$ cat config.mk
export PLATFORM = sky130hd
export DESIGN_NAME = ppta_mac
export DESIGN_NICKNAME = d
export VERILOG_FILES = /design/src/sv/ppta_pkg.sv /design/src/sv/ppta_mac.sv
export SDC_FILE = /design/constraint.sdc
export NUM_CORES = 2
export LEC_CHECK = 0
export ABC_AREA = 1
export BUFFER_PORTS_ARGS = -buffer_cell sky130_fd_sc_hd__buf_2
export CAP_MARGIN = 20
export CORE_MARGIN = 3
export CORE_UTILIZATION = 45
export DETAILED_ROUTE_END_ITERATION = 7
export PLACE_DENSITY = 0.68
export SYNTH_ARGS = -nofsm -noshare
export SYNTH_HDL_FRONTEND = slang
export SYNTH_SLANG_ARGS = --single-unit
$ cat constraint.sdc
create_clock -name i_clk -period 11.8 [get_ports i_clk]
set_input_delay 1.77 -clock i_clk [delete_from_list [all_inputs] [get_ports i_clk]]
set_output_delay 1.77 -clock i_clk [all_outputs]
set_load 0.03 [all_outputs]
$ cat src/sv/ppta_pkg.sv
`timescale 1ns / 1ps
// Package for the planar PID thruster allocator: fixed-point constants,
// arctangent table, rounding and saturation helpers, multiplier op type.
// No dependencies.
package ppta_pkg;

    localparam int unsigned NUM_REGS     = 8;
    localparam int unsigned CORDIC_STEPS = 17;

    localparam logic signed [23:0] Q_PI      = 24'sd205887;
    localparam logic signed [23:0] Q_TWO_PI  = 24'sd411775;
    localparam logic signed [23:0] Q_HALF_PI = 24'sd102944;
    localparam logic signed [33:0] CORDIC_X0 = 34'sd652032874;
    localparam logic signed [33:0] DT_Q32    = 34'sd21474836;

    // register indexes
    localparam logic [2:0] REG_KP_POS  = 3'd0;
    localparam logic [2:0] REG_KI_POS  = 3'd1;
    localparam logic [2:0] REG_KD_POS  = 3'd2;
    localparam logic [2:0] REG_KP_HDG  = 3'd3;
    localparam logic [2:0] REG_KI_HDG  = 3'd4;
    localparam logic [2:0] REG_KD_HDG  = 3'd5;
    localparam logic [2:0] REG_LIM_POS = 3'd6;
    localparam logic [2:0] REG_LIM_HDG = 3'd7;

    // one multiplier request: issue, restart the sum, subtract
    typedef struct packed {
        logic en;
        logic clr;
        logic neg;
    } t_mac_op;

    function automatic logic signed [23:0] atan_lut(input logic [4:0] idx);
        logic signed [23:0] v;
        begin
            case (idx)
                5'd0:    v = 24'sd51472;
                5'd1:    v = 24'sd30386;
                5'd2:    v = 24'sd16055;
                5'd3:    v = 24'sd8150;
                5'd4:    v = 24'sd4091;
                5'd5:    v = 24'sd2047;
                5'd6:    v = 24'sd1024;
                5'd7:    v = 24'sd512;
                5'd8:    v = 24'sd256;
                5'd9:    v = 24'sd128;
                5'd10:   v = 24'sd64;
                5'd11:   v = 24'sd32;
                5'd12:   v = 24'sd16;
                5'd13:   v = 24'sd8;
                5'd14:   v = 24'sd4;
                5'd15:   v = 24'sd2;
                5'd16:   v = 24'sd1;
                default: v = 24'sd0;
            endcase
            return v;
        end
    endfunction

    // clamp a wide signed value to the signed 32-bit range
    function automatic logic signed [31:0] sat32(input logic signed [71:0] a);
        logic signed [31:0] r;
        begin
            if (a > 72'sh0_0000_0000_7FFF_FFFF)
                r = 32'sh7FFF_FFFF;
            else if (a < -72'sh0_0000_0000_8000_0000)
                r = 32'sh8000_0000;
            else
                r = a[31:0];
            return r;
        end
    endfunction

    // round half up at bit 16, floor shift, saturate
    function automatic logic signed [31:0] rnd16_sat(input logic signed [71:0] a);
        logic signed [71:0] t;
        begin
            t = (a + 72'sd32768) >>> 16;
            return sat32(t);
        end
    endfunction

endpackage

$ cat src/sv/ppta_mac.sv
`timescale 1ns / 1ps
// Shared signed multiply-accumulate unit: registered product, then a wide
// accumulator that restarts, adds or subtracts. Depends on ppta_pkg.
module ppta_mac
    import ppta_pkg::*;
(
    input  logic               i_clk,
    input  logic               i_rst_n,
    input  t_mac_op            i_op,
    input  logic signed [33:0] i_a,
    input  logic signed [33:0] i_b,
    output logic signed [71:0] o_acc
);

    t_mac_op            r_pop;
    logic signed [67:0] r_prod;
    logic signed [71:0] r_acc;
    logic signed [71:0] w_term;

    // stage one: product
    always_ff @(posedge i_clk) begin
        if (!i_rst_n) begin
            r_pop <= '0;
        end else begin
            r_pop <= i_op;
        end
        r_prod <= i_a * i_b;
    end

    assign w_term = r_pop.neg ? -{{4{r_prod[67]}}, r_prod} : {{4{r_prod[67]}}, r_prod};

    // stage two: accumulate
    always_ff @(posedge i_clk) begin
        if (r_pop.en) begin
            r_acc <= r_pop.clr ? w_term : r_acc + w_term;
        end
    end

    assign o_acc = r_acc;

endmodule

Word-level counts from Yosys, hierarchy flattened
Index checks and enable logic that the tools add are counted.
Widths: inputs -> output; s select.
{"block": "word_totals", "input_bits": 73, "wordCells": 10, "reg_bits": 143, "out_inout_bits": 72}
{"block": "classes", "multipliers": 1, "n_mux": 2, "add_sub_neg": 2}
{"operator": "$mux 72", "n": 2}
{"operator": "$add 72x72->72", "n": 1}
{"operator": "$neg 72->72", "n": 1}
{"operator": "$mul 34x34->68", "n": 1}

Logic depth before layout (Yosys ltp)
{"block": "depth", "ltp_word": 4, "depth_mapped": 33, "ltp_nobuf": 31}

Least setup slack after synthesis
Ideal clock, no wire load.
{"block": "synth_path", "kind": "in2reg", "startpoint": "input port i_a[33]", "endpoint": "register r_prod[63]", "required_time_ns": 11.688, "path_buffers": 2, "arrival_ns": 8.873, "stages": 26, "setup_ns": 0.112, "path_slack_ns": 2.815, "cell_sequence": "clkbuf_1 clkbuf_1 nand2_1 inv_1 fa_1 fa_1 fa_1 inv_1 fa_1 inv_1 fa_1 fa_1 fa_1 inv_1 fa_1 inv_1 ha_1 nand2_1 nor2_1 inv_1 nor2_1 inv_1 nor4_1 nand3_1 nand3_1 nand2_1"}
{"block": "synth_between", "elab_chain_len": 1}
{"element": "from (decl)", "line_no": "ppta_mac.sv:10", "rtl": "input logic signed [33:0] i_a,"}
{"element": "$mul 34x34->68", "line_no": "ppta_mac.sv:27", "rtl": "r_prod <= i_a * i_b;"}
{"element": "to (signal assigned)", "line_no": "ppta_mac.sv:27"}
{"element": "to (decl)", "line_no": "ppta_mac.sv:16", "rtl": "logic signed [67:0] r_prod;"}
No other way between the ends.
A chain may end at the register's enable or synchronous reset.

Worst setup path after layout
{"block": "layout_path", "startpoint": "input port i_b[7]", "endpoint": "register r_prod[62]"}
{"block": "layout_between", "elab_chain_len": 1}
{"element": "from (decl)", "line_no": "ppta_mac.sv:11", "rtl": "input logic signed [33:0] i_b,"}
{"element": "$mul 34x34->68", "line_no": "ppta_mac.sv:27"}
No other way between the ends.

==> metrics <==
TritonCTS buffer count 17; Slew headroom 29.17%; min-delay worst type reg -> reg; Clock Tree Root clkbuf_16; buffers added on ports 144; Die Wd 359.5 um; # hold bufs at CTS 0; Initial DRC Count 3911; Residual DRC 0; Gate Count Post-Synth 7573; core footprint 0.1240 mm^2; RSZ-0062 raised after global routing no; post-synthesis average cell area 7.427 um^2; Fmax achieved 106.7 MHz; number of global-route vias before repair 50750; # clock sinks 143; initial core utilization 45.38%; WL/cell 19.65 um; dominant synthesized flop cell edfxtp_1; post-DP HPWL 153100 um; Final setup viols 0; Worst path depth 27; Layout Utilization 47.48%; Die Span Y 359.5 um; share of cells above drive strength 1 3.802%; # nets final 9074; Worst-path clk slew 80 ps; register area share after synthesis 6.371%; total number of yosys warnings 0; fillcell total 12450; outcome completed; worst-path maximum fanout 34; # IOs 145; largest net degree at the start of global routing 73; crit-path leading delay family adder cells; Area growth syn-to-layout 4.640%; initial antenna violation count 5; setup ws final 2428 ps; Critical Path Source Type input port; most numerous cell on the critical path inv_1; Arr. time, crit path 9760 ps; critical path's slowest cell fa_1; slowest stage delay, CP 660 ps; CP bufs+invs 10; synth top area cells fa_1 44%, inv_1 14%, nand2_1 14%; Core Rows 129; Final Critical Period 9372 ps; Synthesized Nets 9164; Die ar. 0.1293 mm^2; global-route wire length before repair 287600 um; worst path required time 12180 ps; post-CTS setup buffers 0; final cell count without fillers 9137; Layout Skew 20.66 ps; slew at the pin closest to its max-slew limit 1062 ps; CP Class in -> reg; Post-CTS Resized 0; cells on worst reg2reg path 19; Yosys top cell area share 44.20%; clk buf depth 2; final slew viol count 0; post-route ant nets 0; Post-Place Setup Slack 1847 ps; period utilization 79.42%; Tot GR Track Use 28.53%; later-pin clock latency in the skew report 500 ps; TNS Setup 0 ps; Async SR Flop Fraction 0%; CTS tree built; DRT Wirelength 179600 um; Vias/cell 5.167; GRT Residual Overflow 0; Synth Register Bits 143; Initial DRT Pass Iterations 6; H-tree depth 4; dpl cells 9100; Post-synth EDFFs 72; Syn Std Cell Area 0.05625 mm^2; hold depth 3; leading area contributor after synthesis fa_1; total of max-cap violations 0; via count 47210; Critical Path End Type flop; Final Hold Fails 0; Routability Congestion 1.006; post-synth cell types 50
-- area by class of cell --
class,instances,area (um^2),area share [%]
Multi-Input combinational cell,4966,43410,73.76
Inverter,2168,8138,13.83
Sequential cell,143,3590,6.099
Tap cell,1637,2048,3.480
Timing Repair Buffer,187,1064,1.807
Clock buffer,17,425.4,0.7228
Clock inverter,15,168.9,0.2870
Antenna cell,4,10.01,0.01701
-- cells in the mapped netlist (4+ instances only) --
master,instances
inv_1,2165
nand2_1,2072
fa_1,1242
nor2_1,456
clkbuf_1,282
ha_1,276
a21oi_1,223
nand3_1,173
o21ai_0,125
xor2_1,94
edfxtp_1,72
dfxtp_1,71
nand4_1,43
xnor2_1,41
nor3_1,34
o21bai_1,32
or2_2,22
nand3b_1,20
a21o_1,17
o21ai_1,12
buf_1,11
nor2_2,10
a31oi_1,9
nand3_2,7
nor4_1,7
o21a_1,6
a21boi_0,5
nand2_2,5
o211ai_1,5
and2_1,4
nor2_4,4
-- kinds of logic (layout without fill, tap and decap cells) --
family,count (synthesis),count (layout),synth area share (%)
buffers and inverters,2464,2387,16.45
DFF,143,143,6.371
xor gates and xnor gates,136,136,2.131
AOI/OAI and AO/OA,447,447,4.369
and+or+nand+nor,2865,2865,20.34
other,0,4,0
adders and majority gates,1518,1518,50.34
-- worst paths after layout --
check                                       start                  end  slack (ps)
worst min register to register  r_prod[0]$_DFF_P_   o_acc[0]$_DFFE_PP_         680
worst max register to register  r_prod[0]$_DFF_P_  o_acc[49]$_DFFE_PP_        7050
worst max-delay path                       i_b[7]   r_prod[62]$_DFF_P_        2430
worst min-delay path            r_prod[0]$_DFF_P_   o_acc[0]$_DFFE_PP_         680
-- worst min-delay path, cell delays in order (launching register included) --
cell and delay [ps]:
dfxtp_1 340, ha_1 120, nand2_1 40, o21ai_0 60
-- sequential cells by signal (all words and copies together) (netlist names) --
| name | cells |
|---|---|
| o_acc | 72 |
| r_prod | 68 |
| r_pop | 3 |
-- layer usage --
layer	vias to the layer above	global-route usage (%)	wire [um]
li1	21350	-	-
met1	23610	38.37	74540
met2	1890	48.40	85800
met3	353	3.617	13460
met4	2	8.509	5766
met5	-	0	20
-- layout by cell type (no fill, tap or decap), types with 34 or more instances in the layout --
master,instances
a21oi_1,223
xor2_1,94
edfxtp_1,72
o21ai_0,125
nand3_1,173
nand4_1,43
xnor2_1,41
dfxtp_1,68
inv_1,2165
nor3_1,34
nand2_1,2072
fa_1,1242
buf_4,42
buf_2,144
nor2_1,456
ha_1,275
-- per-stage QoR --
stage / instance area (um^2) / hold WS [ps]
after global placement: 58230 / 631.9
after detailed placement: 58230 / 667.1
after global routing: 58850 / 735.4
final: 58860 / 677.4
after CTS: 58820 / 687.2
after floorplan: 56250 / 599.5
Power is not shown: default switching activity piles up to over one toggle a cycle in this logic, so the estimate is an artifact.
