<file path="config.mk">
export PLATFORM = sky130hd
export DESIGN_NAME = ppta_cordic
export DESIGN_NICKNAME = d
export VERILOG_FILES = /design/src/sv/ppta_pkg.sv /design/src/sv/ppta_cordic.sv
export SDC_FILE = /design/constraint.sdc
export NUM_CORES = 1
export LEC_CHECK = 0
export BUFFER_PORTS_ARGS = -buffer_cell sky130_fd_sc_hd__buf_2
export CORE_UTILIZATION = 42
export CTS_CLUSTER_DIAMETER = 40
export CTS_CLUSTER_SIZE = 25
export DETAILED_ROUTE_END_ITERATION = 10
export PLACE_DENSITY_LB_ADDON = 0.25
export SYNTH_ARGS = -nofsm -noshare
export SYNTH_HDL_FRONTEND = slang
export SYNTH_SLANG_ARGS = --single-unit
</file>
<file path="constraint.sdc">
create_clock -name i_clk -period 7.02 [get_ports i_clk]
set_clock_uncertainty 0.1 [all_clocks]
set_input_delay 1.404 -clock i_clk [delete_from_list [all_inputs] [get_ports i_clk]]
set_output_delay 1.404 -clock i_clk [all_outputs]
set_load 0.01 [all_outputs]
</file>
<file path="src/sv/ppta_pkg.sv">
`timescale 1ns / 1ps
// Package for the planar PID thruster allocator: fixed-point constants,
// arctangent table, rounding and saturation helpers, multiplier op type.
// No dependencies.
package ppta_pkg;

    localparam int unsigned NUM_REGS     = 8;
    localparam int unsigned CORDIC_STEPS = 17;

    localparam logic signed [23:0] Q_PI      = 24'sd205887;
    localparam logic signed [23:0] Q_TWO_PI  = 24'sd411775;
    localparam logic signed [23:0] Q_HALF_PI = 24'sd102944;
    localparam logic signed [33:0] CORDIC_X0 = 34'sd652032874;
    localparam logic signed [33:0] DT_Q32    = 34'sd21474836;

    // register indexes
    localparam logic [2:0] REG_KP_POS  = 3'd0;
    localparam logic [2:0] REG_KI_POS  = 3'd1;
    localparam logic [2:0] REG_KD_POS  = 3'd2;
    localparam logic [2:0] REG_KP_HDG  = 3'd3;
    localparam logic [2:0] REG_KI_HDG  = 3'd4;
    localparam logic [2:0] REG_KD_HDG  = 3'd5;
    localparam logic [2:0] REG_LIM_POS = 3'd6;
    localparam logic [2:0] REG_LIM_HDG = 3'd7;

    // one multiplier request: issue, restart the sum, subtract
    typedef struct packed {
        logic en;
        logic clr;
        logic neg;
    } t_mac_op;

    function automatic logic signed [23:0] atan_lut(input logic [4:0] idx);
        logic signed [23:0] v;
        begin
            case (idx)
                5'd0:    v = 24'sd51472;
                5'd1:    v = 24'sd30386;
                5'd2:    v = 24'sd16055;
                5'd3:    v = 24'sd8150;
                5'd4:    v = 24'sd4091;
                5'd5:    v = 24'sd2047;
                5'd6:    v = 24'sd1024;
                5'd7:    v = 24'sd512;
                5'd8:    v = 24'sd256;
                5'd9:    v = 24'sd128;
                5'd10:   v = 24'sd64;
                5'd11:   v = 24'sd32;
                5'd12:   v = 24'sd16;
                5'd13:   v = 24'sd8;
                5'd14:   v = 24'sd4;
                5'd15:   v = 24'sd2;
                5'd16:   v = 24'sd1;
                default: v = 24'sd0;
            endcase
            return v;
        end
    endfunction

    // clamp a wide signed value to the signed 32-bit range
    function automatic logic signed [31:0] sat32(input logic signed [71:0] a);
        logic signed [31:0] r;
        begin
            if (a > 72'sh0_0000_0000_7FFF_FFFF)
                r = 32'sh7FFF_FFFF;
            else if (a < -72'sh0_0000_0000_8000_0000)
                r = 32'sh8000_0000;
            else
                r = a[31:0];
            return r;
        end
    endfunction

    // round half up at bit 16, floor shift, saturate
    function automatic logic signed [31:0] rnd16_sat(input logic signed [71:0] a);
        logic signed [71:0] t;
        begin
            t = (a + 72'sd32768) >>> 16;
            return sat32(t);
        end
    endfunction

endpackage

</file>
<file path="src/sv/ppta_cordic.sv">
`timescale 1ns / 1ps
// Iterative angle wrap and 17-step rotation-mode CORDIC giving cosine and
// sine of a Q6.16 heading. Depends on ppta_pkg.
module ppta_cordic
    import ppta_pkg::*;
(
    input  logic               i_clk,
    input  logic               i_rst_n,
    input  logic               i_start,
    input  logic signed [21:0] i_angle,
    output logic               o_done,
    output logic signed [17:0] o_cos,
    output logic signed [17:0] o_sin
);

    localparam logic [1:0] C_IDLE = 2'd0;
    localparam logic [1:0] C_WRAP = 2'd1;
    localparam logic [1:0] C_ITER = 2'd2;

    logic [1:0]         r_state, n_state;
    logic               r_done, n_done;
    logic               r_neg, n_neg;
    logic [4:0]         r_idx, n_idx;
    logic signed [23:0] r_z, n_z;
    logic signed [33:0] r_x, n_x;
    logic signed [33:0] r_y, n_y;
    logic signed [33:0] w_xr;
    logic signed [33:0] w_yr;

    // next state: wrap, fold into the right half plane, rotate
    always_comb begin
        n_state = r_state;
        n_done  = r_done;
        n_neg   = r_neg;
        n_idx   = r_idx;
        n_z     = r_z;
        n_x     = r_x;
        n_y     = r_y;
        unique case (r_state)
            C_IDLE: begin
                if (i_start) begin
                    n_z     = {{2{i_angle[21]}}, i_angle};
                    n_done  = 1'b0;
                    n_state = C_WRAP;
                end
            end
            C_WRAP: begin
                if (r_z > Q_PI) begin
                    n_z = r_z - Q_TWO_PI;
                end else if (r_z < -Q_PI) begin
                    n_z = r_z + Q_TWO_PI;
                end else begin
                    n_neg = 1'b0;
                    if (r_z > Q_HALF_PI) begin
                        n_z   = r_z - Q_PI;
                        n_neg = 1'b1;
                    end else if (r_z < -Q_HALF_PI) begin
                        n_z   = r_z + Q_PI;
                        n_neg = 1'b1;
                    end
                    n_x     = CORDIC_X0;
                    n_y     = '0;
                    n_idx   = '0;
                    n_state = C_ITER;
                end
            end
            C_ITER: begin
                if (r_z >= 0) begin
                    n_x = r_x - (r_y >>> r_idx);
                    n_y = r_y + (r_x >>> r_idx);
                    n_z = r_z - atan_lut(r_idx);
                end else begin
                    n_x = r_x + (r_y >>> r_idx);
                    n_y = r_y - (r_x >>> r_idx);
                    n_z = r_z + atan_lut(r_idx);
                end
                n_idx = r_idx + 5'd1;
                if (r_idx == 5'(CORDIC_STEPS - 1)) begin
                    n_done  = 1'b1;
                    n_state = C_IDLE;
                end
            end
            default: n_state = C_IDLE;
        endcase
    end

    always_ff @(posedge i_clk) begin
        if (!i_rst_n) begin
            r_state <= C_IDLE;
            r_done  <= 1'b0;
        end else begin
            r_state <= n_state;
            r_done  <= n_done;
        end
        r_neg <= n_neg;
        r_idx <= n_idx;
        r_z   <= n_z;
        r_x   <= n_x;
        r_y   <= n_y;
    end

    // round Q2.30 to Q2.16 and undo the fold
    assign w_xr = (r_x + 34'sd8192) >>> 14;
    assign w_yr = (r_y + 34'sd8192) >>> 14;
    assign o_cos  = r_neg ? -w_xr[17:0] : w_xr[17:0];
    assign o_sin  = r_neg ? -w_yr[17:0] : w_yr[17:0];
    assign o_done = r_done;

endmodule

</file>
# Word-level counts from Yosys, hierarchy flattened
# Memories as Yosys holds them, arrays and structs flattened. A register that Yosys moved wholly into a read port is not among the register bits.
# Index checks and enable logic that the tools add are counted.
# Widths: inputs -> output; s select.
# classes
n_mux	35
magnitude_cmp	5
addsub	15
shift	2
n_bitwise	2
reduce_logical	9
eq_ne	8
# ops
operator	n
$mux 24	10
$mux 34	6
$pmux 34 s2	2
$pmux 24 s3	1
$add 34x34->34	2
$sshr 34x5->34	2
$sub 34x34->34	2
$add 32x15->32 const B	2
$mux 18	2
$neg 18->18	2
$add 24x19->24 const B	1
$add 24x20->24 const B	1
$add 24x24->24	1
$ge 24x1->1 const B	1
$gt 24x18->1 const B	1
$gt 24x19->1 const B	1
$lt 24x18->1 const B	1
$lt 24x19->1 const B	1
$sub 24x19->24 const B	1
$sub 24x20->24 const B	1
$sub 24x24->24	1
$mux 5	4
$reduce_and 3->1	4
$pmux 5 s2	1
other kinds (15)	25
# totals
inputBits	25
register_bits	101
rom_bits	1024
elab_cells	85
memories	2
# memory_table
name	words	width	rd	rd_clocked_by_memory_dff	write_ports	line	source
(no name shown)	32	16	1	1	0	ppta_pkg.sv:36	case (idx)
(no name shown)	32	16	1	1	0	ppta_pkg.sv:36	

# Logic depth before layout (Yosys ltp)
# logic_depth
word_depth	6
ltp_mapped	28
depth_no_buf	21

# Worst setup path before layout
# Ideal clock, no wire load.
# synth_path
path_kind	reg-to-reg
start	reg r_idx[0]
end	reg r_y[33], data pin
path_slack_ps	906
arrival_ps	5749
n_path_buf	7
period_less_slack_ps	6114
setup_ps	266
stages_incl_launch_ff	27
required_ps	6654
cell_sequence	edfxtp_1 buf_6 buf_12 buf_12 buf_12 buf_6 buf_2 clkbuf_1 mux2_2 a222oi_1 o211ai_1 nand2_1 ha_1 and4_1 nand2b_1 xnor2_1 ha_1 o21a_1 o21ai_0 or3b_2 o311ai_0 a31oi_1 nor4b_1 o31ai_1 a21oi_1 xnor2_1 nor2_1
# synth_between
elab_chain_cells	4
# synth_rtl
element	line	source
start, declared	ppta_cordic.sv:23	logic [4:0] r_idx, n_idx;
start signal, assigned	ppta_cordic.sv:96	r_idx <= n_idx;
$sshr 34x5->34 (*)	ppta_cordic.sv:70, ppta_cordic.sv:74	
$sub 34x34->34 or $add 34x34->34 (tied branches)	ppta_cordic.sv:74, ppta_cordic.sv:70	
$mux 34 (*)	ppta_cordic.sv:68	if (r_z >= 0) begin
$pmux 34 s2 (*)	ppta_cordic.sv:39	unique case (r_state)
end signal, assigned	ppta_cordic.sv:99	r_y <= n_y;
end, declared	ppta_cordic.sv:26	logic signed [33:0] r_y, n_y;
# Mark *: on every way between the ends. The rest lies on a longest branch, timed or not.
# A chain may end at the register's enable or synchronous reset.

# Worst setup path in the final report
# layout_path
start	reg r_idx[0]
end	reg r_x[32], data pin
# layout_between
elab_chain_cells	4
# layout_rtl
element	line	source
$sshr 34x5->34 (*)	ppta_cordic.sv:69, ppta_cordic.sv:73	
$add 34x34->34 or $sub 34x34->34 (tied branches)	ppta_cordic.sv:73, ppta_cordic.sv:69	
$mux 34 (*)	ppta_cordic.sv:68	
$pmux 34 s2 (*)	ppta_cordic.sv:39	
end signal, assigned	ppta_cordic.sv:98	r_x <= n_x;
end, declared	ppta_cordic.sv:25	logic signed [33:0] r_x, n_x;
# Marked as above.

==> impl_metrics.env <==
export IMPL_cap_violations=0
export IMPL_num_nets_final=2509
export IMPL_initial_core_util_pct=42.6
export IMPL_gp_congestion=1.01
export IMPL_endpoint_kind="flop"
export IMPL_crit_required_ps=7190
export IMPL_fillCellCount=4551
export IMPL_cp_max_fo=42
export IMPL_hold_path_class="reg -> reg"
export IMPL_die_h_um=217
export IMPL_path_clk_slew_ps=60
export IMPL_ys_ff_latch=117
export IMPL_status="completed"
export IMPL_p_int_uw=5560
export IMPL_ctsHoldBuffers=0
export IMPL_wl_per_cell_um=24.5
export IMPL_cts_sinks=117
export IMPL_grt_pass1_vias=18312
export IMPL_pwr_share_seq_pct=13.0
export IMPL_drc=0
export IMPL_synth_warnings=0
export IMPL_pin_count=62
export IMPL_drt_iter0_markers=2138
export IMPL_grt_max_degree=90
export IMPL_synth_edf_count=98
export IMPL_rsz0062_at_grt="no"
export IMPL_p_per_area_mw_per_mm2=573
export IMPL_synth_area_top_cells="edfxtp_1 (15%), mux4_2 (8.2%), ha_1 (7.0%)"
export IMPL_grt_pass1_wl_um=112000
export IMPL_async_flop_share_pct=0
export IMPL_syn_nets=2516
export IMPL_syn_avg_cell_area_sq_um=8.15
export IMPL_p_switching_uw=6480
export IMPL_ys_seq_area_share_pct=17.1
export IMPL_comb_power_share_pct=79.1
export IMPL_p_leak_uw=0.00808
export IMPL_grt_use_total_pct=30.9
export IMPL_slew_viol_final=0
export IMPL_design_area_sq_mm=0.0210
export IMPL_synth_most_common_cell="nand2_1"
export IMPL_placed_area_sq_mm=0.0204
export IMPL_setup_viol_count_final=0
export IMPL_cpPeakStageDelay_ps=720
export IMPL_cts_tree="done"
export IMPL_critPathTopFamily="compound AO/OA/AOI/OAI gates"
export IMPL_finalCritPeriodShare_pct=93.1
export IMPL_core_sq_mm=0.0455
export IMPL_crit_path_start_kind="flop"
export IMPL_p_clk_share_pct=7.8
export IMPL_clkLatencyLatePin_ps=480
export IMPL_netlist_area_leader_share_pct=15.2
export IMPL_tightestPinTransition_ps=1250
export IMPL_io_buffers=61
export IMPL_cts_buffers=17
export IMPL_synthTopCellsByCount="nand2_1 (240), nor2_1 (221), a21oi_1 (145)"
export IMPL_antenna_found_initial=0
export IMPL_syn_area_sq_mm=0.0194
export IMPL_drive_gt1_share_pct=14.9
export IMPL_final_hold_viol_count=0
export IMPL_worst_slew_margin_rel_pct=16.5
export IMPL_num_vias=19453
export IMPL_regToRegSetupSlack_ps=490
export IMPL_critPathBufInv=2
export IMPL_dpl_hpwl_um=55300
export IMPL_worstPathCellList="buf_12, buf_4, mux4_1, mux2i_1, o211ai_1, a211oi_2, nand4_1, or4_1, o31ai_1, xor2_1, ha_1, nand2_1, a2111oi_0, o211ai_1, a31oi_1, nand2_1, o311ai_0"
export IMPL_chipWidth_um=217
export IMPL_p_sw_share_pct=53.8
export IMPL_critPathKind="reg -> reg"
export IMPL_arrival_ps=6710
export IMPL_grt_overflow_total=0
export IMPL_fmax_mhz=153
export IMPL_cts_root_buf="clkbuf_16"
export IMPL_clk_path_buf_depth=2
export IMPL_die_area_sq_mm=0.0470
export IMPL_crit_slowest_cell="a2111oi_0"
export IMPL_htree_levels=4
export IMPL_num_antenna_cells=0
export IMPL_wl_um=73100
export IMPL_num_rows=78
export IMPL_syn_inst=2379
export IMPL_yosys_area_top_type="edfxtp_1"
export IMPL_dr_pass1_iters=7
export IMPL_tns_ps=0
export IMPL_fin_crit_ps=6530
export IMPL_synth_main_ff_cell="edfxtp_1"
export IMPL_syn2layout_area_growth_pct=8.42
export IMPL_synth_distinct_cells=92
export IMPL_vias_per_cell=6.52
export IMPL_ir_drop_mv=0.301
export IMPL_antenna_left=0
[placed cells by master, fill, tap and decap left out, types with 25 or more instances in the layout]
master / instances
xnor2_1: 139
nand2b_1: 31
nand4_1: 32
o211ai_1: 29
buf_2: 61
nand2_1: 240
mux2i_1: 71
or3_1: 25
a21o_1: 52
nor3_1: 47
a31oi_1: 34
mux4_2: 71
ha_1: 108
nor2_1: 220
buf_4: 87
o31ai_1: 33
inv_1: 58
and3_1: 26
o21ai_0: 132
nand3_1: 65
xor2_1: 95
a21oi_1: 145
edfxtp_1: 98
mux2_2: 42
[power by group through the flow]
| stage | sequential, uW | clock (uW) | combinational, uW |
|---|---|---|---|
| 6_report | 1570 | 943 | 9540 |
| 5_1_grt | 1600 | 982 | 10400 |
| 3_3_place_gp | 1550 | 0 | 9240 |
| 3_5_place_dp | 1560 | 0 | 9300 |
| 2_1_floorplan | 1210 | 0 | 7180 |
| 4_1_cts | 1550 | 965 | 9380 |
[metal layers]
metal	share of wire, %	up-vias	track usage (%)	wire (um)
li1	-	8953	-	-
met1	44	9444	42.5	32500
met2	44	919	48.2	32400
met3	7.5	137	5.20	5480
met4	3.8	0	12.2	2780
met5	0	-	0	0
[tightest hold or removal path: cells and delay by family (launching register included)]
family             cells  cell delay (ps)
AOI/OAI and AO/OA      1               60
DFF                    1              360
and+or+nand+nor        1               70
[area by class of cell]
type                            count  area (sq um)  area share [%]
Clock buffer                       28           603            2.87
Clock inverter                      4          23.8           0.113
Inverter                           62           233            1.11
Multi-Input combinational cell   2021         15000            71.5
Sequential cell                   117          3320            15.8
Tap cell                          600           751            3.57
Timing Repair Buffer              153          1060            5.03
[per-stage QoR]
stage | std cells | hold slack (ps) | utilization, % | total power [uW] | worst slack, ps
2_1_floorplan | 2379 | 365 | - | 8400 | 906
3_3_place_gp | 2952 | 395 | 44.8 | 10800 | 578
3_5_place_dp | 2952 | 412 | 44.8 | 10900 | 412
4_1_cts | 2984 | 427 | 46.2 | 11900 | 368
5_1_grt | 2985 | 478 | 46.2 | 13000 | 64.9
6_report | 2985 | 428 | 46.2 | 12000 | 486
[logic make-up (layout without fill, tap and decap cells)]
family	count (synthesis)	in the layout	share of synthesized area (%)
AOI/OAI and AO/OA	663	663	23.1
buffers and inverters	241	247	5.40
and+or+nand+nor	813	813	20.1
adders and majority gates	112	112	7.34
xor gates and xnor gates	234	234	10.6
DFF	117	117	17.1
muxes	199	199	16.3
[repair_timing]
action / CTS / global route
endpoints found under the setup margin: 0 / 2
setup buffers: 0 / 1
resized for setup: 0 / 1
[worst paths after layout]
check / to / start / depth (start not counted)
worst max-delay path: r_x[32] / r_idx[0] / 17
worst min-delay path: r_state[0] / r_state[0] / 2
worst max register to register: r_x[32] / r_idx[0] / 17
worst min register to register: r_state[0] / r_state[0] / 2
No activity file was read; power rests on OpenSTA's default activity.
